**config.mk**
```make
export PLATFORM = sky130hd
export DESIGN_NAME = asou_cross_axis
export DESIGN_NICKNAME = d
export VERILOG_FILES = /design/src/rtl/core/asou_pkg.sv /design/src/rtl/core/asou_cross_axis.sv
export SDC_FILE = /design/constraint.sdc
export NUM_CORES = 2
export LEC_CHECK = 0
export ABC_CLOCK_PERIOD_IN_PS = 11000
export BUFFER_PORTS_ARGS = -buffer_cell sky130_fd_sc_hd__buf_2
export CORE_UTILIZATION = 25
export CTS_CLUSTER_SIZE = 12
export DETAILED_ROUTE_END_ITERATION = 6
export PLACE_DENSITY = 0.42
export SKIP_CTS_REPAIR_TIMING = 1
export SLEW_MARGIN = 20
export SYNTH_ARGS = -nofsm -noshare
export SYNTH_HDL_FRONTEND = slang
export SYNTH_SLANG_ARGS = --single-unit
```
**constraint.sdc**
```tcl
create_clock -name clk -period 11 [get_ports clk]
set_input_delay 1.1 -clock clk [delete_from_list [all_inputs] [get_ports clk]]
set_output_delay 1.1 -clock clk [all_outputs]
set_load 0.01 [all_outputs]
```
**src/rtl/core/asou_pkg.sv**
```systemverilog
`default_nettype none
// ----------------------------------------------------------------------------
// asou_pkg
// Shared widths, result codes and small helpers for the segment/box
// overlap unit.
// ----------------------------------------------------------------------------
package asou_pkg;

  localparam int COORD_WIDTH    = 16;
  localparam int HALF_WIDTH     = COORD_WIDTH - 1;
  localparam int DIFF_WIDTH     = COORD_WIDTH + 1;
  localparam int MAG_WIDTH      = COORD_WIDTH;
  localparam int LIM_WIDTH      = DIFF_WIDTH + 2;
  localparam int PROD_WIDTH     = 2 * DIFF_WIDTH;
  localparam int SUM_WIDTH      = PROD_WIDTH + 1;
  localparam int BOX_PROD_WIDTH = MAG_WIDTH + HALF_WIDTH;
  localparam int BOX_WIDTH      = BOX_PROD_WIDTH + 1;

  typedef enum logic [1:0] {
    CLS_OUTSIDE = 2'd0,
    CLS_OVERLAP = 2'd1,
    CLS_INSIDE  = 2'd2
  } overlap_class_t;

  typedef logic signed [DIFF_WIDTH-1:0] diff_t;
  typedef logic [HALF_WIDTH-1:0]        half_t;

  function automatic diff_t sext(input logic signed [COORD_WIDTH-1:0] v);
    return DIFF_WIDTH'(v);
  endfunction

  // |diff| <= h
  function automatic logic coord_in(input diff_t diff, input half_t h);
    logic signed [DIFF_WIDTH-1:0] neg;
    logic        [DIFF_WIDTH-1:0] mag;
    neg = -diff;
    mag = diff[DIFF_WIDTH-1] ? neg : diff;
    return mag <= DIFF_WIDTH'(h);
  endfunction

  // box axis test; direction only counts when it points toward the box
  function automatic logic axis_sep(input diff_t d0, input diff_t d, input half_t h);
    logic signed [LIM_WIDTH-1:0] p0;
    logic signed [LIM_WIDTH-1:0] dp;
    logic signed [LIM_WIDTH-1:0] hh;
    logic signed [LIM_WIDTH-1:0] lim;
    logic                        sep;
    p0 = LIM_WIDTH'(d0);
    dp = LIM_WIDTH'(d);
    hh = signed'({{(LIM_WIDTH-HALF_WIDTH){1'b0}}, h});
    if (p0 > 0) begin
      lim = hh - ((dp < 0) ? dp : '0);
      sep = p0 > lim;
    end else begin
      lim = hh + ((dp > 0) ? dp : '0);
      sep = -p0 > lim;
    end
    return sep;
  endfunction

endpackage : asou_pkg
`default_nettype wire

```
**src/rtl/core/asou_cross_axis.sv**
```systemverilog
`default_nettype none
// ----------------------------------------------------------------------------
// asou_cross_axis
// One cross-product axis: |x*y - z*w| > |x|*hy + |z|*hw, two register stages.
// ----------------------------------------------------------------------------
module asou_cross_axis (
  input  wire logic                clk,
  input  wire asou_pkg::diff_t     x,
  input  wire asou_pkg::diff_t     y,
  input  wire asou_pkg::half_t     hy,
  input  wire asou_pkg::diff_t     z,
  input  wire asou_pkg::diff_t     w,
  input  wire asou_pkg::half_t     hw,
  output logic                     sep
);

  logic signed [asou_pkg::DIFF_WIDTH-1:0]     x_abs;
  logic signed [asou_pkg::DIFF_WIDTH-1:0]     z_abs;
  logic        [asou_pkg::MAG_WIDTH-1:0]      x_mag;
  logic        [asou_pkg::MAG_WIDTH-1:0]      z_mag;

  logic signed [asou_pkg::PROD_WIDTH-1:0]     pxy_r, pxy_nxt;
  logic signed [asou_pkg::PROD_WIDTH-1:0]     pzw_r, pzw_nxt;
  logic        [asou_pkg::BOX_PROD_WIDTH-1:0] bx_r, bx_nxt;
  logic        [asou_pkg::BOX_PROD_WIDTH-1:0] bz_r, bz_nxt;

  logic signed [asou_pkg::SUM_WIDTH-1:0]      p_sum;
  logic signed [asou_pkg::SUM_WIDTH-1:0]      p_neg;
  logic        [asou_pkg::SUM_WIDTH-1:0]      pm_r, pm_nxt;
  logic        [asou_pkg::BOX_WIDTH-1:0]      bs_r, bs_nxt;

  always_comb begin
    x_abs   = x[asou_pkg::DIFF_WIDTH-1] ? -x : x;
    z_abs   = z[asou_pkg::DIFF_WIDTH-1] ? -z : z;
    x_mag   = x_abs[asou_pkg::MAG_WIDTH-1:0];
    z_mag   = z_abs[asou_pkg::MAG_WIDTH-1:0];
    pxy_nxt = x * y;
    pzw_nxt = z * w;
    bx_nxt  = x_mag * hy;
    bz_nxt  = z_mag * hw;
  end

  always_comb begin
    p_sum  = asou_pkg::SUM_WIDTH'(pxy_r) - asou_pkg::SUM_WIDTH'(pzw_r);
    p_neg  = -p_sum;
    pm_nxt = p_sum[asou_pkg::SUM_WIDTH-1] ? p_neg : p_sum;
    bs_nxt = asou_pkg::BOX_WIDTH'(bx_r) + asou_pkg::BOX_WIDTH'(bz_r);
  end

  always_ff @(posedge clk) begin
    pxy_r <= pxy_nxt;
    pzw_r <= pzw_nxt;
    bx_r  <= bx_nxt;
    bz_r  <= bz_nxt;
    pm_r  <= pm_nxt;
    bs_r  <= bs_nxt;
  end

  assign sep = pm_r > asou_pkg::SUM_WIDTH'(bs_r);

endmodule : asou_cross_axis
`default_nettype wire

```
==> impl_metrics.toml <==
[status]
run_status = "finished, final reports clean"

[routing]
firstDrtPassIters = 5
ant_nets = 0
routed_wl_um = 124000
drc = 0
viasPerCell = 4.33
num_vias = 33437
drt_iter0_drc = 1296
routedWlPerCell_um = 16.0

[critical_path]
cp.arrival_ps = 9010
slowest_stage = "fa_1"
crit_path_max_fanout = 33
cp_common_cell = "inv_1"
crit_path_start_kind = "input pin"
max_stage_delay_ps = 540
end_kind = "flop"
required_ps = 11400
crit_type = "input pin to flop"

[yosys]
postSynthRegisterBits = 197
synth_seq_area_share_pct = 8.36
syn-num-nets = 6774
synth_cells = 5261
synth_area_per_cell_um2 = 8.97
async_reset_ff_share_pct = 0
synth_top_area_cell = "fa_1"
yosysMostFrequentCell = "inv_1"
syn-cell-area_mm2 = 0.0472
synth-edff-count = 0
synth.distinct_cells = 74
netlist.area_leader.share_pct = 40.5
synth_flop_cell = "dfxtp_1"
yosysWarnings = 0
ys_top_cells_by_count = "1145 x inv_1, 954 x fa_1, 581 x nand2_1, 555 x and2_1, 460 x ha_1"
synth_area_leaders = "fa_1 40%, ha_1 12%, inv_1 9.1%, dfxtp_1 8.4%, and2_1 7.4%"

[floorplanning]
fp.dieW_um = 436
die_area_mm2 = 0.190
initial_core_util_pct = 25.1
fp.dieH_um = 436
ios = 100
placementRows = 159
fp.coreArea_mm2 = 0.188

[sta]
period_needed_ps = 8610
finalHoldViolCount = 0
slew_viol_final = 0
setup_viol = 0
fin_worst_skew_ps = 15.3
rsz0062_at_grt = "false"
relSlewSlack_pct = 28.2
post-route-period-util_pct = 78.3
tns_ps = 0
worstMarginPinSlew_ps = 1070
max_freq_mhz = 116

[global_route]
grt_max_degree = 36
grt_pass1_wl_um = 204000
antenna_found_initial = 2
track_usage_pct = 13.5
gr-total-overflow = 0
grt_pass1_vias = 36879

[worst_hold_path]
min_path_type = "flop to flop"

[layout]
nets = 6720
drive_gt1_share_pct = 3.58
area_growth_pct = 7.95

[cts]
path_clk_slew_ps = 90
cts_tree = "done"
worstSkewPairLatency_ps = 470
htreeDepth = 4
numCtsBuffers = 17
cts_sinks = 197
cts_buffer_depth = 2
root_buffer = "clkbuf_16"

[placed_design]
hpwlAfterDp_um = 104000
portBuffers = 99
gp_congestion = 0.785

[run]
maxCapViolCount = 0
==> layout by cell type, fill, tap and decap left out, types with 23 or more instances in the layout <==
| cell type | Yosys | final |
|---|---|---|
| nand3_1 | 32 | 32 |
| inv_1 | 1145 | 1145 |
| nor2b_1 | 32 | 32 |
| a21oi_1 | 142 | 142 |
| xnor2_1 | 186 | 180 |
| a21o_1 | 81 | 81 |
| and2_1 | 555 | 555 |
| o21ai_0 | 108 | 106 |
| o21a_1 | 36 | 36 |
| buf_2 | 1 | 99 |
| or3_1 | 23 | 23 |
| nand2b_1 | 47 | 47 |
| and3_1 | 23 | 23 |
| nand2_1 | 581 | 581 |
| nor2_1 | 132 | 132 |
| nor3_1 | 40 | 40 |
| nand4_1 | 26 | 26 |
| ha_1 | 460 | 460 |
| xor2_1 | 45 | 45 |
| buf_4 | 0 | 26 |
| fa_1 | 954 | 954 |
| dfxtp_1 | 197 | 197 |
==> metrics by stage <==
step	util, %	setup slack [ps]	std cells	area [µm²]	hold slack (ps)
detailed placement	26.8	1880	7683	50300	445
finish	27.1	2390	7716	50900	481
floorplan	-	2680	5261	47200	420
CTS	27.1	2370	7715	50900	487
global placement	26.8	1840	7683	50300	456
global route	27.1	1830	7715	50900	511
==> logic make-up after synthesis <==
kind of cell,after synthesis,share of synthesized area [%]
AO/OA/AOI/OAI,530,7.27
XOR/XNOR,231,4.29
adder cells (fa/ha/maj),1414,52.7
buffers and inverters,1344,10.7
flip-flops,197,8.36
multiplexers,2,0.0451
AND/OR/NAND/NOR,1543,16.6
==> flip-flops by register name, indices dropped and copies added, names as in the netlist <==
| signal | flops |
|---|---|
| pm_r | 35 |
| bz_r | 31 |
| pzw_r | 34 |
| bs_r | 32 |
| pxy_r | 34 |
| bx_r | 31 |
==> critical path: cells and delay by family <==
family | cells | cell delay [ps]
AND/OR/NAND/NOR | 5 | 1150
XOR/XNOR | 2 | 230
adder cells (fa/ha/maj) | 8 | 3530
AO/OA/AOI/OAI | 7 | 1910
buffers and inverters | 9 | 1060
==> layer usage <==
layer	wire length (µm)	part of all wire [%]	GRT usage, %	up-vias
li1	-	-	-	15821
met1	53700	43	16.9	17188
met2	66400	54	25.3	339
met3	2330	1.9	1.07	87
met4	1370	1.1	1.68	2
met5	9	0.0073	0	-
==> final cells by class <==
class                   count  area (µm²)
fillers                 20333      137000
multi-input cells        3720       38200
inverters                1146        4300
flip-flops and latches    197        3940
well taps                2495        3120
repair buffers            125         691
clock buffers              17         425
clock inverters            15         203
diodes                      1        2.50
==> path summary, 6_finish.rpt <==
path                                        from                  end  depth (start not counted)  slack (ps)
worst max-delay path                        x[0]     bx_r[30]$_DFF_P_                         31        2390
worst min-delay path             bz_r[0]$_DFF_P_      bs_r[0]$_DFF_P_                          1         480
worst max register to register  pxy_r[0]$_DFF_P_  pm_r[34]$_SDFF_PP0_                         14        6380
worst min register to register   bz_r[0]$_DFF_P_      bs_r[0]$_DFF_P_                          1         480
Power is left out: the tool's default activity adds up to more than one toggle a clock period on the data nets, which glitch-free logic cannot reach.
